$ cat config.mk
export PLATFORM = sky130hd
export DESIGN_NAME = pcef_back
export DESIGN_NICKNAME = d
export VERILOG_FILES = /design/src/rtl/pcef_pkg.sv /design/src/rtl/pcef_back.sv
export SDC_FILE = /design/constraint.sdc
export NUM_CORES = 2
export LEC_CHECK = 0
export ABC_CLOCK_PERIOD_IN_PS = 18400
export BUFFER_PORTS_ARGS = -buffer_cell sky130_fd_sc_hd__buf_4
export CAP_MARGIN = 40
export CELL_PAD_IN_SITES_DETAIL_PLACEMENT = 1
export CELL_PAD_IN_SITES_GLOBAL_PLACEMENT = 1
export CORE_MARGIN = 1
export CORE_UTILIZATION = 54
export DETAILED_ROUTE_END_ITERATION = 8
export GPL_TIMING_DRIVEN = 0
export PLACE_DENSITY_LB_ADDON = 0.1
export SLEW_MARGIN = 0
export SYNTH_ARGS = -nofsm -noshare
export SYNTH_HDL_FRONTEND = slang
export SYNTH_SLANG_ARGS = --single-unit
$ cat constraint.sdc
create_clock -name clk_i -period 18.4 [get_ports clk_i]
set_clock_uncertainty 0.1 [all_clocks]
set_input_delay 2.76 -clock clk_i [delete_from_list [all_inputs] [get_ports clk_i]]
set_output_delay 2.76 -clock clk_i [all_outputs]
set_load 0.03 [all_outputs]
$ cat src/rtl/pcef_pkg.sv
// ----------------------------------------------------------------------------
// Prewitt compass edge filter package
// Shared types, constants and window selection for the edge filter.
// ----------------------------------------------------------------------------
package pcef_pkg;

  localparam int MaxWidth  = 4096;
  localparam int MaxHeight = 4096;
  localparam int AddrW     = $clog2(MaxWidth);

  localparam logic [2:0] CfgWidth  = 3'd0;
  localparam logic [2:0] CfgHeight = 3'd1;
  localparam logic [2:0] CfgThLo   = 3'd2;
  localparam logic [2:0] CfgThHi   = 3'd3;
  localparam logic [2:0] CfgShift  = 3'd4;
  localparam logic [2:0] CfgPmax   = 3'd5;

  typedef struct packed {
    logic [12:0] width;
    logic [12:0] height;
    logic [15:0] th_lo;
    logic [15:0] th_hi;
    logic [3:0]  shift;
    logic [15:0] pmax;
  } cfg_t;

  typedef logic [8:0][15:0] win_t;

  typedef struct packed {
    logic [7:0][15:0] ring;
    logic [15:0]      ctr;
    logic [11:0]      row;
    logic [11:0]      col;
    logic             last;
  } job_t;

  typedef struct packed {
    logic        last;
    logic [11:0] col;
    logic [11:0] row;
    logic [15:0] edge_value;
  } res_t;

  function automatic logic [3:0] widx(logic [1:0] c, logic [1:0] r);
    widx = 4'(c) * 4'd3 + 4'(r);
  endfunction

  function automatic job_t pick(win_t w, logic [1:0] lc, logic [1:0] cc, logic [1:0] rc,
                                logic [1:0] tr, logic [1:0] mr, logic [1:0] br);
    job_t j;
    j      = '0;
    j.ring[0] = w[widx(lc, tr)];
    j.ring[1] = w[widx(cc, tr)];
    j.ring[2] = w[widx(rc, tr)];
    j.ring[3] = w[widx(rc, mr)];
    j.ring[4] = w[widx(rc, br)];
    j.ring[5] = w[widx(cc, br)];
    j.ring[6] = w[widx(lc, br)];
    j.ring[7] = w[widx(lc, mr)];
    j.ctr     = w[widx(cc, mr)];
    pick = j;
  endfunction

endpackage

$ cat src/rtl/pcef_back.sv
// ----------------------------------------------------------------------------
// Edge filter back end
// Evaluates the eight compass masks, takes the maximum and thresholds it.
// ----------------------------------------------------------------------------
module pcef_back (
  input  logic           clk_i,
  input  logic           rst_ni,
  input  pcef_pkg::cfg_t cfg_i,
  input  logic           job_valid_i,
  output logic           job_ready_o,
  input  pcef_pkg::job_t job_i,
  output logic           res_valid_o,
  input  logic           res_ready_i,
  output pcef_pkg::res_t res_o
);
  import pcef_pkg::*;

  logic               s1_v_q, s2_v_q, o_v_q;
  logic               s1_rdy, s2_rdy, o_rdy;
  logic signed [21:0] r_d [8];
  logic signed [21:0] r_q [8];
  logic [11:0]        s1_row_q, s1_col_q, s2_row_q, s2_col_q;
  logic               s1_last_q, s2_last_q;
  logic [20:0]        best_d, best_q;
  logic [20:0]        ab [8];
  logic [20:0]        m4 [4];
  logic [20:0]        m2 [2];
  logic [20:0]        sh;
  logic [15:0]        v, thmin, thmax;
  logic [18:0]        sum, plus;
  res_t               res_q;

  assign o_rdy  = !o_v_q || res_ready_i;
  assign s2_rdy = !s2_v_q || o_rdy;
  assign s1_rdy = !s1_v_q || s2_rdy;
  assign job_ready_o = s1_rdy;

  always_comb begin
    sum = '0;
    for (int i = 0; i < 8; i++) sum = sum + 19'(job_i.ring[i]);
    for (int i = 0; i < 8; i++) begin
      plus = '0;
      for (int k = 0; k < 5; k++) plus = plus + 19'(job_i.ring[(i + k) % 8]);
      r_d[i] = $signed({2'b00, plus, 1'b0}) - $signed({3'b000, sum})
             - $signed({5'b00000, job_i.ctr, 1'b0});
    end
  end

  always_comb begin
    for (int i = 0; i < 8; i++) ab[i] = r_q[i][21] ? 21'(-r_q[i]) : r_q[i][20:0];
    for (int i = 0; i < 4; i++) m4[i] = (ab[2*i] > ab[2*i+1]) ? ab[2*i] : ab[2*i+1];
    for (int i = 0; i < 2; i++) m2[i] = (m4[2*i] > m4[2*i+1]) ? m4[2*i] : m4[2*i+1];
    best_d = (m2[0] > m2[1]) ? m2[0] : m2[1];
  end

  always_comb begin
    sh    = best_q >> cfg_i.shift;
    v     = (sh > 21'(cfg_i.pmax)) ? cfg_i.pmax : sh[15:0];
    thmax = (cfg_i.th_hi > cfg_i.pmax) ? cfg_i.pmax : cfg_i.th_hi;
    thmin = (cfg_i.th_lo > cfg_i.pmax) ? cfg_i.pmax : cfg_i.th_lo;
    if (v >= thmax) v = cfg_i.pmax;
    if (v <= thmin) v = '0;
  end

  always_ff @(posedge clk_i or negedge rst_ni) begin
    if (!rst_ni) begin
      s1_v_q <= 1'b0;
      s2_v_q <= 1'b0;
      o_v_q  <= 1'b0;
    end else begin
      if (s1_rdy) s1_v_q <= job_valid_i;
      if (s2_rdy) s2_v_q <= s1_v_q;
      if (o_rdy)  o_v_q  <= s2_v_q;
    end
  end

  always_ff @(posedge clk_i) begin
    if (s1_rdy && job_valid_i) begin
      r_q       <= r_d;
      s1_row_q  <= job_i.row;
      s1_col_q  <= job_i.col;
      s1_last_q <= job_i.last;
    end
    if (s2_rdy && s1_v_q) begin
      best_q    <= best_d;
      s2_row_q  <= s1_row_q;
      s2_col_q  <= s1_col_q;
      s2_last_q <= s1_last_q;
    end
    if (o_rdy && s2_v_q) begin
      res_q.edge_value <= v;
      res_q.row        <= s2_row_q;
      res_q.col        <= s2_col_q;
      res_q.last       <= s2_last_q;
    end
  end

  assign res_valid_o = o_v_q;
  assign res_o       = res_q;

endmodule

==> results.md <==
* Max Buffers Root-to-Sink at 3
* FP Rows at 108
* RSZ-0062 raised after global routing: false
* Ys async rst share at 0.0106
* GRT met3 Usage at 0.0381
* Die ar. at between 80000 and 90000 sq um
* Fin cells at around 6600
* # nets final at 6659
* Synth unique cells at 114
* Met2 GRT Util at 0.669
* Gpl congestion at slightly below 1
* Slowest-stage cell, CP: o31ai_1
* GRT Overall Usage at 0.380
* Crit path largest cell delay at between 0.7 and 0.8 ns
* Total core area at 87200 sq um
* Seq cells post-synth at 284
* Worst Path Required at 18.59 ns
* Final Cycle Share at 0.739
* Register area at 8510 sq um
* Max Cap Viol at 0
* Placed insts at roughly 6500
* Slew Limit Headroom at 0.307
* # Post-CTS Setup Buffers at 0
* Max Slew Vio Count at 0
* Share of layout cells above drive strength 1 at 0.0928
* Critical Path Sink Type: flop
* Max Freq at between 0.07 and 0.08 GHz
* Worst-margin pin slew at around 1.0 ns
* Residual overflow from global routing at 0
* CTS buffer count at 36
* CTS tree: yes
* Syn Nets at 6331
* Routed WL at 172 mm
* Count of input and output buffers at approximately 270
* Die Ht at 299 um
* Pin count of the biggest net entering global routing at 73
* Vias per cell at 6.25
* Cell area after synthesis at 47700 sq um
* Type of the worst setup path: input port to flop
* Initial antenna violation count at 2
* Endpoints failing hold at 0
* Post_cts resized at 0
* Most Crowded Layer GR: met2
* Layout fillers at roughly 10000
* Final setup fails at 0
* H-tree depth at 2
* Cells after synthesis at 5045
* Clock-pin slew on the worst setup and hold paths at 0.06 ns
* Avg WL per Cell at 26.3 um
* First-pass GRT wire length at about 260 mm
* # DRC at 0
* Worst path buffer plus inverter count at 7
* Multi-input logic area at 36900 sq um
* Post-synth top flop: edfxtp_1
* Post-DP HPWL at 148 mm
* # hold bufs at CTS at 0
* Most repeated library cell on the critical path: a21o_1
* DRT Pass-1 Iters at 5
* EDFF count, synth at 281
* Area growth, synth to finish at 10.1%
* Global routing usage on met1 at 0.462
* HP Class: flop to flop
* Setup TNS at 0 ns
* Worst skew pair latency at 0.56 ns
* Horiz. Die Dim at approximately 300 um
* Post-route ant nets at 0
* Vias in the first global route at 44300
* Root Driver: clkbuf_16
* CP startpoint kind: input port
* Ports at approximately 290
* Starting DRT DRC Count at 2590
* Worst EP arrival at 13.79 ns
* Initial core utilization at 0.547
* CTS Sinks at 284
* Register area share after synthesis at 0.178
* YS warnings at 0
* Via Count at 40900
* Worst path top cell family by delay: compound AO/OA/AOI/OAI gates
* # diodes at 0
* Mapped Avg Cell Area at 9.45 sq um
* Status: complete, no violations
* Fin crit period at 13.60 ns
* Worst-path maximum fanout at 10
-- synthesized netlist by cell type, types with 9 or more instances --
| cell type | number | area share |
|---|---|---|
| a211o_1 | 9 | 0.0017 |
| a311oi_1 | 10 | 0.0018 |
| xnor2_1 | 311 | 0.057 |
| o21ai_1 | 25 | 0.0026 |
| a31oi_1 | 36 | 0.0047 |
| a211oi_1 | 45 | 0.0071 |
| nand3_1 | 85 | 0.0089 |
| nor2b_1 | 100 | 0.013 |
| or2_2 | 22 | 0.0029 |
| o211ai_1 | 19 | 0.0030 |
| ha_1 | 659 | 0.17 |
| and3_1 | 34 | 0.0045 |
| o21bai_1 | 34 | 0.0054 |
| or3_1 | 51 | 0.0067 |
| o21a_1 | 103 | 0.016 |
| a21o_1 | 143 | 0.023 |
| clkbuf_1 | 35 | 0.0028 |
| fa_1 | 376 | 0.16 |
| mux2_2 | 44 | 0.010 |
| nand2b_1 | 79 | 0.010 |
| o31ai_1 | 54 | 0.0085 |
| edfxtp_1 | 281 | 0.18 |
| o41ai_1 | 36 | 0.0066 |
| nand3b_1 | 9 | 0.0014 |
| buf_2 | 11 | 0.0012 |
| nor2_1 | 291 | 0.023 |
| nor4_1 | 14 | 0.0018 |
| nor3_1 | 114 | 0.012 |
| mux2i_1 | 171 | 0.036 |
| o22ai_1 | 10 | 0.0013 |
| nand2_1 | 242 | 0.019 |
| a41o_1 | 9 | 0.0019 |
| xor2_1 | 215 | 0.039 |
| nand4_1 | 51 | 0.0067 |
| inv_1 | 509 | 0.040 |
| a21boi_0 | 18 | 0.0028 |
| or4_1 | 21 | 0.0033 |
| a21oi_1 | 301 | 0.032 |
| o21ai_0 | 236 | 0.025 |
| o31a_1 | 17 | 0.0031 |
| and2_1 | 27 | 0.0035 |
-- through the flow --
stage | worst slack, ns | area, sq um | util | hold WS, ns
after global placement | 4.52 | 51100 | 0.587 | 0.300
after global routing | 4.03 | 52500 | 0.603 | 0.323
after detailed placement | 4.41 | 51400 | 0.590 | 0.305
after CTS | 4.99 | 52500 | 0.602 | 0.316
after floorplan | 6.61 | 47700 | - | 0.300
final | 4.80 | 52500 | 0.603 | 0.317
-- placed cells by master, fill, tap and decap left out, types with 100 or more instances in the layout --
master      n
ha_1      659
inv_1     509
fa_1      376
xnor2_1   311
a21oi_1   301
nor2_1    291
edfxtp_1  281
buf_4     277
nand2_1   242
o21ai_0   236
xor2_1    215
mux2i_1   171
a21o_1    143
nor3_1    114
o21a_1    103
nor2b_1   100
-- worst register-to-register path, delay by kind of cell, from the launching register on --
family / cells / cell delay (ns)
adder cells (fa/ha/maj): 4 / 1.20
flip-flops: 1 / 0.38
AO/OA/AOI/OAI: 20 / 4.51
buffers and inverters: 10 / 2.61
multiplexers: 3 / 0.95
XOR/XNOR: 1 / 0.26
AND/OR/NAND/NOR: 10 / 2.12
-- sequential cells by signal, indices dropped and copies added, names as in the netlist, 12 cells and up --
name	count
best_q	21
s2_col_q	12
s1_col_q	12
s1_row_q	12
res_o	41
r_q	169
s2_row_q	12
-- logic make-up after synthesis --
kind of cell / synth area share
mux: 0.0496
flops: 0.178
simple gates: 0.125
fa+ha+maj: 0.332
compound gates: 0.168
xor+xnor: 0.0983
buf+inv: 0.0484
-- path summary, 6_finish.rpt --
kind / from / to / slack [ns] / cells past startpoint
max in group asynchronous: rst_ni / res_valid_o / 16.22 / 1
worst max register to register: r_q[154] / best_q[11] / 6.15 / 48
worst min-delay path: s2_row_q[5] / res_o[21] / 0.32 / 0
worst min register to register: s2_row_q[5] / res_o[21] / 0.32 / 0
min in group asynchronous: rst_ni / s2_v_q / 1.88 / 1
worst max-delay path: cfg_i[16] / res_o[6] / 4.80 / 47
-- metal layers --
layer	wire, um	vias to the layer above
li1	-	18700
met4	9680	4
met3	8670	366
met1	69200	20600
met2	84600	1203
met5	27	-
-- final cells by class --
class	instances	share of cell area
buffer	65	0.00719
clock buffer	41	0.0175
clock inverter	23	0.00341
inverter	515	0.0368
multi-input combinational	4181	0.702
sequential	284	0.162
tap	1155	0.0275
timing repair buffer	290	0.0436
Power is not shown: default switching activity piles up to over one toggle a cycle in this logic, so the estimate is an artifact.
