`src/rtl/pcef_pkg.sv`:
```
// ----------------------------------------------------------------------------
// Prewitt compass edge filter package
// Shared types, constants and window selection for the edge filter.
// ----------------------------------------------------------------------------
package pcef_pkg;

  localparam int MaxWidth  = 4096;
  localparam int MaxHeight = 4096;
  localparam int AddrW     = $clog2(MaxWidth);

  localparam logic [2:0] CfgWidth  = 3'd0;
  localparam logic [2:0] CfgHeight = 3'd1;
  localparam logic [2:0] CfgThLo   = 3'd2;
  localparam logic [2:0] CfgThHi   = 3'd3;
  localparam logic [2:0] CfgShift  = 3'd4;
  localparam logic [2:0] CfgPmax   = 3'd5;

  typedef struct packed {
    logic [12:0] width;
    logic [12:0] height;
    logic [15:0] th_lo;
    logic [15:0] th_hi;
    logic [3:0]  shift;
    logic [15:0] pmax;
  } cfg_t;

  typedef logic [8:0][15:0] win_t;

  typedef struct packed {
    logic [7:0][15:0] ring;
    logic [15:0]      ctr;
    logic [11:0]      row;
    logic [11:0]      col;
    logic             last;
  } job_t;

  typedef struct packed {
    logic        last;
    logic [11:0] col;
    logic [11:0] row;
    logic [15:0] edge_value;
  } res_t;

  function automatic logic [3:0] widx(logic [1:0] c, logic [1:0] r);
    widx = 4'(c) * 4'd3 + 4'(r);
  endfunction

  function automatic job_t pick(win_t w, logic [1:0] lc, logic [1:0] cc, logic [1:0] rc,
                                logic [1:0] tr, logic [1:0] mr, logic [1:0] br);
    job_t j;
    j      = '0;
    j.ring[0] = w[widx(lc, tr)];
    j.ring[1] = w[widx(cc, tr)];
    j.ring[2] = w[widx(rc, tr)];
    j.ring[3] = w[widx(rc, mr)];
    j.ring[4] = w[widx(rc, br)];
    j.ring[5] = w[widx(cc, br)];
    j.ring[6] = w[widx(lc, br)];
    j.ring[7] = w[widx(lc, mr)];
    j.ctr     = w[widx(cc, mr)];
    pick = j;
  endfunction

endpackage

```
`src/rtl/pcef_queue.sv`:
```
// ----------------------------------------------------------------------------
// Edge filter job queue
// Four-entry queue that decouples the front end from the back end.
// ----------------------------------------------------------------------------
module pcef_queue (
  input  logic           clk_i,
  input  logic           rst_ni,
  input  logic           wr_valid_i,
  output logic           wr_ready_o,
  input  pcef_pkg::job_t wr_data_i,
  output logic           rd_valid_o,
  input  logic           rd_ready_i,
  output pcef_pkg::job_t rd_data_o
);
  import pcef_pkg::*;

  job_t       q_mem [4];
  logic [1:0] wp_q, rp_q;
  logic [2:0] cnt_q;
  logic       wr, rd;

  assign wr_ready_o = (cnt_q != 3'd4);
  assign rd_valid_o = (cnt_q != 3'd0);
  assign rd_data_o  = q_mem[rp_q];
  assign wr = wr_valid_i && wr_ready_o;
  assign rd = rd_valid_o && rd_ready_i;

  always_ff @(posedge clk_i or negedge rst_ni) begin
    if (!rst_ni) begin
      wp_q  <= '0;
      rp_q  <= '0;
      cnt_q <= '0;
    end else begin
      if (wr) wp_q <= wp_q + 2'd1;
      if (rd) rp_q <= rp_q + 2'd1;
      cnt_q <= cnt_q + 3'(wr) - 3'(rd);
    end
  end

  always_ff @(posedge clk_i) begin
    if (wr) q_mem[wp_q] <= wr_data_i;
  end

endmodule

```
`config.mk`:
```
export PLATFORM = sky130hd
export DESIGN_NAME = pcef_queue
export DESIGN_NICKNAME = d
export VERILOG_FILES = /design/src/rtl/pcef_pkg.sv /design/src/rtl/pcef_queue.sv
export SDC_FILE = /design/constraint.sdc
export NUM_CORES = 1
export LEC_CHECK = 0
export BUFFER_PORTS_ARGS = -buffer_cell sky130_fd_sc_hd__buf_2
export CORE_MARGIN = 8
export CORE_UTILIZATION = 55
export DETAILED_ROUTE_END_ITERATION = 10
export PLACE_DENSITY = 0.76
export SETUP_SLACK_MARGIN = 0.4
export SKIP_LAST_GASP = 1
export SYNTH_ARGS = -nofsm -noshare
export SYNTH_HDL_FRONTEND = slang
export SYNTH_SLANG_ARGS = --single-unit
```
`constraint.sdc`:
```
create_clock -name clk_i -period 7.2 [get_ports clk_i]
set_input_delay 1.08 -clock clk_i [delete_from_list [all_inputs] [get_ports clk_i]]
set_output_delay 1.08 -clock clk_i [all_outputs]
set_load 0.02 [all_outputs]
```
==> results of run 1 <==
sequential cells by signal (all words and copies together) (netlist names):
register and cells:
q_mem 676, wp_q 2, cnt_q 3, rp_q 2
final cells by class:
cell class                      instances  area (um2)
Sequential cell                       683       20500
Fill cell                            2828       15600
Multi-Input combinational cell        197        4080
Timing Repair Buffer                  353        1850
Clock buffer                           76        1750
Tap cell                              600         751
Clock inverter                         45         399
Inverter                                6        22.5
Antenna cell                            8        20.0
metrics by stage:
| step | utilization [%] | instances | hold WS [ns] | power (mW) |
|---|---|---|---|---|
| detailed placement | 60.4 | 1839 | 0.598 | 9.62 |
| global placement | 60.4 | 1839 | 0.578 | 9.55 |
| CTS | 65.2 | 1960 | 0.280 | 13.1 |
| floorplan | - | 924 | 0.543 | 8.39 |
| finish | 65.3 | 1968 | 0.320 | 12.9 |
| global route | 65.2 | 1964 | 0.309 | 13.4 |
final timing paths:
| path | slack [ns] | endpoint | cells past startpoint |
|---|---|---|---|
| setup / recovery | 3.23 | rd_data_o[134] | 3 |
| hold / removal | 0.32 | cnt_q[0] | 1 |
| setup reg to reg | 4.08 | q_mem[1][76] | 4 |
| hold reg to reg | 0.61 | wp_q[1] | 2 |
| max in group asynchronous | 6.69 | rp_q[1] | 1 |
| min in group clk_i | 0.61 | wp_q[1] | 2 |
cell usage in the layout (no fill, tap or decap), drive strengths merged:
cell type	synthesis	final
clkbuf	7	76
xor2	1	1
buf	31	353
and3b	4	4
ha	6	6
xnor2	3	3
nor3b	1	1
clkinvlp	0	2
mux4	169	169
o211ai	2	2
dfrtp	7	7
bufinv	0	7
nand4bb	2	2
diode	0	8
clkinv	0	30
inv	6	12
o311ai	1	1
or3	1	1
fa	1	1
edfxtp	676	676
o31a	1	1
nand2b	4	4
nand2	1	1
report_power, final:
part | leakage [nW] | switching [mW] | total, mW | internal (mW)
registers | 6.27 | 0.280 | 5.53 | 5.25
logic | 2.62 | 2.39 | 3.94 | 1.55
clock network | 1.05 | 1.42 | 3.43 | 2.00
total | 9.94 | 4.09 | 12.9 | 8.80
cells by family after synthesis:
group / share of synthesized area, %
DFF: 82.5
buffers and inverters: 1.10
muxes: 15.3
adders and majority gates: 0.383
xor gates and xnor gates: 0.141
AOI/OAI and AO/OA: 0.131
and+or+nand+nor: 0.403
worst max-delay path: cells and delay by family, from the launching register on:
family                 cells  cell delay (ns)
buffers and inverters      2             0.73
multiplexers               1             0.64
flip-flops                 1             0.85
layer usage:
| layer | vias to the layer above | GRT usage [%] | share of wire [%] |
|---|---|---|---|
| li1 | 4805 | - | - |
| met2 | 381 | 31.5 | 51 |
| met1 | 5816 | 23.4 | 38 |
| met5 | - | 0 | 0.24 |
| met4 | 18 | 6.92 | 2.3 |
| met3 | 94 | 6.25 | 8.1 |
==> impl_results.md, run 1 <==
* Core Area at roughly 0.045 mm2
* CP Max Fanout at 76
* Clk Latency, worst-skew pair at 0.59 ns
* I/O Buffers at between 300 and 400
* TritonRoute pass-1 iters at 4
* Worst R2R Start: cnt_q[1]
* Clock-pin slew on the worst setup and hold paths at about 0.060 ns
* Max stage delay on crit path at approximately 0.85 ns
* Final ANT Viol Nets at 0
* GRT overflow at 0
* Setup crit end kind: primary output
* Root Buffer: clkbuf_16
* Clk sinks at between 600 and 700
* Count of pins over their slew limit at 0
* Detailed Route Iter0 Violations at between 700 and 800
* Fin area at between 0.02 and 0.03 mm2
* Num ports at approximately 340
* Final net count at between 1000 and 1500
* FFs w/ async S/R, synth at under 10%
* Post_cts resized at 0
* Dpl ws at around 3.6 ns
* H-tree Lvls at 3
* Die ar. at ~0.052 mm2
* RSZ-0062 raised after global routing: no
* Count leader, synth: edfxtp_1
* Die Wd at 228 um
* Avg WL per Cell at 25.4 um
* Cells after Synth at about 920
* Area contributors post-synth: edfxtp_1 (82%), mux4_2 (15%), dfrtp_1 (0.71%), buf_6 (0.50%), buf_2 (0.40%)
* Initial Utilization at around 55%
* Slew Limit Headroom at about 30%
* Max IR drop VDD at around 560 uV
* Status: completed
* Area grow syn2layout at 18.3%
* Gpl congestion at 0.731
* Beginning of the critical path: rp_q[0]
* Max-Cap Viols at 0
* Crit path cell chain: buf_12 -> mux4_2 -> buf_2
* Crit share post-route at a little under three fifths
* Critical path's slowest cell: dfrtp_4
* Setup TNS at 0 ns
* Post-CTS setup buffer count at 0
* Syn. warnings at 0
* Cell accounting for the most synthesized area: edfxtp_1
* EDFF count, synth at 676
* Placed Area at ~0.027 mm2
* Synth Flop Type: edfxtp_1
* Hpwl dp at a little under 30 mm
* CTS buffer count at 68
* Row count at around 80
* Post-synthesis sequential area ratio at roughly 83%
* Initial antenna violation count at 17
* Post-Route WL at 50.0 mm
* Via density at around 5.6
* Peak Freq at roughly 250 MHz
* Mapped cell area at roughly 0.025 mm2
* Setup CP Type: flip-flop to primary output
* Drt drc at 0
* Post-layout min period at roughly 4.0 ns
* Leakage at 9.94 nW
* Largest net degree at the start of global routing at 162
* Distinct cell type count after synthesis at 20
* Hold Path Class: primary input to async pin
* Die H at approximately 230 um
* TritonCTS clock tree: yes
* Net Count, Synth at about 1100
* CP Data Required Time at 6.12 ns
* Synth cell count leaders: edfxtp_1 (676), mux4_2 (169), buf_2 (20)
* Synth Area per Inst at roughly 27 um2
* Final Hold Violating Endpoints at 0
* Layout cells sized above 1 at between 40% and 50%
* CP arrival at just under 3 ns
* CTS Buffer Depth at 3
* Gr usage total at 19.0%
* Power per Cell Area at 439 mW/mm2
* Vias in the first global route at ~12000
* CTS Hold Buffers Added at 0
* Yosys reg bits at a little under 700
* First-pass GRT wire length at 74.8 mm
* Vias at 11114
* Actual slew at the worst max-slew pin at about 1.0 ns
* Final Setup Violations at 0
* Post-Route Skew at around 0.012 ns
* Top cell type's share of synthesized area at between 80 and 90%
* Startpoint Class: flip-flop
* Final WS setup at between 3 and 4 ns
Note: power is estimated with default switching activity, not from simulation.
==> run 2: changes to the inputs <==
--- a/config.mk
+++ b/config.mk
@@ -7,9 +7,9 @@
 export LEC_CHECK = 0
 export BUFFER_PORTS_ARGS = -buffer_cell sky130_fd_sc_hd__buf_2
 export CORE_MARGIN = 8
-export CORE_UTILIZATION = 55
+export CORE_UTILIZATION = 51
 export DETAILED_ROUTE_END_ITERATION = 10
-export PLACE_DENSITY = 0.76
+export PLACE_DENSITY = 0.74
 export SETUP_SLACK_MARGIN = 0.4
 export SKIP_LAST_GASP = 1
 export SYNTH_ARGS = -nofsm -noshare
==> constraint.sdc (replaced) <==
create_clock -name clk_i -period 3.6 [get_ports clk_i]
set_input_delay 0.54 -clock clk_i [delete_from_list [all_inputs] [get_ports clk_i]]
set_output_delay 0.54 -clock clk_i [all_outputs]
set_load 0.02 [all_outputs]
==> run 2 against run 1 <==
Effect of this change: core utilization is 4.2 points lower; design area grew 0.78%; register-to-register slack worse by 3.1 ns; clock skew increased by 0.0075 ns; via count up 0.86%; sequential cell count is the same; largest power group unchanged.
==> impl_results.md, run 2 (same netlist as run 1, synthesis figures left out) <==
* Max IR drop VDD at around 550 uV
* FF-to-FF setup slack at between 1 and 1.5 ns
* Die H at ~240 um
* Count of pins over their slew limit at 0
* First-pass GRT wire length at about 74 mm
* Most frequent cells in the layout: edfxtp_1 (676), buf_2 (343), mux4_2 (169)
* Final Hold Violating Endpoints at 0
* Worst reg-to-reg path cell count at 9
* Largest net degree at the start of global routing at 92
* Final Setup Violations at 0
* Die ar. at about 0.056 mm2
* Max reg flops at a little under 700
* Slew Limit Headroom at around half
* CP Max Fanout at 17
* Clk sinks at about 680
* Layout cells sized above 1 at between 40% and 50%
* Hpwl dp at ~31 mm
* I/O Buffers at 343
* RSZ-0062 raised after global routing: no
* Post-layout min period at slightly below 3 ns
* Fin area at about 0.03 mm2
* Status: completed
* Initial Utilization at 51.2%
* Area grow syn2layout at 19.3%
* Worst hold-check slack at 0.164 ns
* Clock-pin slew on the worst setup and hold paths at 0.06 ns
* Final net count at between 1500 and 2000
* Drt drc at 0
* Root Buffer: clkbuf_16
* Crit share post-route at a little over 80%
* Peak Freq at 343 MHz
* Gr usage total at roughly 18%
* Initial antenna violation count at 11
* Power per Cell Area at between 800 and 900 mW/mm2
* Avg WL per Cell at 25.0 um
* TritonRoute pass-1 iters at 5
* Max-Cap Viols at 0
* Row count at 81
* Post-Route Skew at between 0.015 and 0.02 ns
* GRT overflow at 0
* Hold Path Class: primary input to flip-flop
* CTS buffer count at 67
* Startpoint Class: flip-flop
* Final ANT Viol Nets at 0
* Setup crit end kind: primary output
* Commonest non-fill, non-tap cell in the layout: edfxtp_1
* Die Wd at 237 um
* Clk Latency, worst-skew pair at 0.59 ns
* Vias in the first global route at 11749
* Post-Route WL at 50.1 mm
* Biggest regs: q_mem (676), cnt_q (3)
* Vias at approximately 11000
* Num ports at 344
* Worst Hold Path Cells at 1
* Setup TNS at 0 ns
* Final Non-Filler Cells at 2000
* Core Area at 0.0484 mm2
* Placed Area at 0.0275 mm2
* Detailed Route Iter0 Violations at between 800 and 900
* Via density at around 5.6
* # placed instances at around 1900
* Leakage at 10.0 nW
* CP Data Required Time at 3.06 ns
* TritonCTS clock tree: yes
* Setup CP Type: flip-flop to primary output
* CTS Buffer Depth at 3
* FILL cells at ~3400
* Gpl congestion at roughly 0.73
* Register with the most flip-flops: q_mem
* CP arrival at ~2.4 ns
* H-tree Lvls at 3
* Actual slew at the worst max-slew pin at 0.762 ns
==> run 2: cell count changes in the layout (fill, tap and decap cells not counted), sizes merged <==
cell	delta
buf	+17
clkinv	-13
clkbuf	+11
diode	-2
inv	-2
bufinv	-1
clkinvlp	-1
dlygate4sd3	+1
==> run 2: per-layer routing <==
| layer | global-route usage, % | vias up | wire length (um) |
|---|---|---|---|
| li1 | - | 4841 | - |
| met1 | 23.0 | 5878 | 19900 |
| met2 | 28.3 | 409 | 24900 |
| met3 | 5.89 | 68 | 4360 |
| met4 | 5.43 | 14 | 843 |
| met5 | 0 | - | 85 |
==> run 2: what timing repair did <==
action                                  4_1_cts  5_1_grt
setup buffers                                 0        1
hold endpoints to repair                      7        0
gates resized for setup                       0        0
hold buffers                                  1        0
endpoints found under the setup margin        0       17
==> run 2: path summary, 6_finish.rpt <==
kind / end / start
min in group asynchronous: cnt_q[1] / rst_ni
max in group asynchronous: rp_q[1] / rst_ni
setup reg to reg: cnt_q[2] / cnt_q[1]
hold reg to reg: wp_q[1] / wp_q[1]
setup / recovery: rd_data_o[50] / rp_q[0]
hold / removal: q_mem[1][97] / wr_data_i[97]
==> run 2: worst max-delay path: stages (launching register included) <==
cell	delay (ns)
dfrtp_4	0.65
buf_4	0.39
mux4_2	0.56
buf_2	0.18
==> run 2: area by class of cell <==
cell class	instances	area, um2	share of cell area, %
Antenna cell	6	15.0	0.0507
Clock buffer	87	1790	6.06
Clock inverter	28	295	0.998
Inverter	6	22.5	0.0761
Multi-Input combinational cell	197	4080	13.8
Sequential cell	683	20500	69.2
Tap cell	622	778	2.63
Timing Repair Buffer	371	2120	7.18
==> run 2: where the power goes <==
group	switching [mW]	internal (mW)	total [mW]
clock network	2.76	3.94	6.71
logic	4.87	3.31	8.18
registers	0.471	10.5	10.9
==> run 2: through the flow <==
step / power (mW) / setup slack (ns) / util (%)
final: 25.8 / 0.683 / 61.1
after global routing: 26.9 / 0.551 / 61.1
after CTS: 26.2 / 0.411 / 61.0
after detailed placement: 19.4 / 1.03 / 56.7
after global placement: 19.3 / 1.07 / 56.7
after floorplan: 16.6 / 0.380 / -
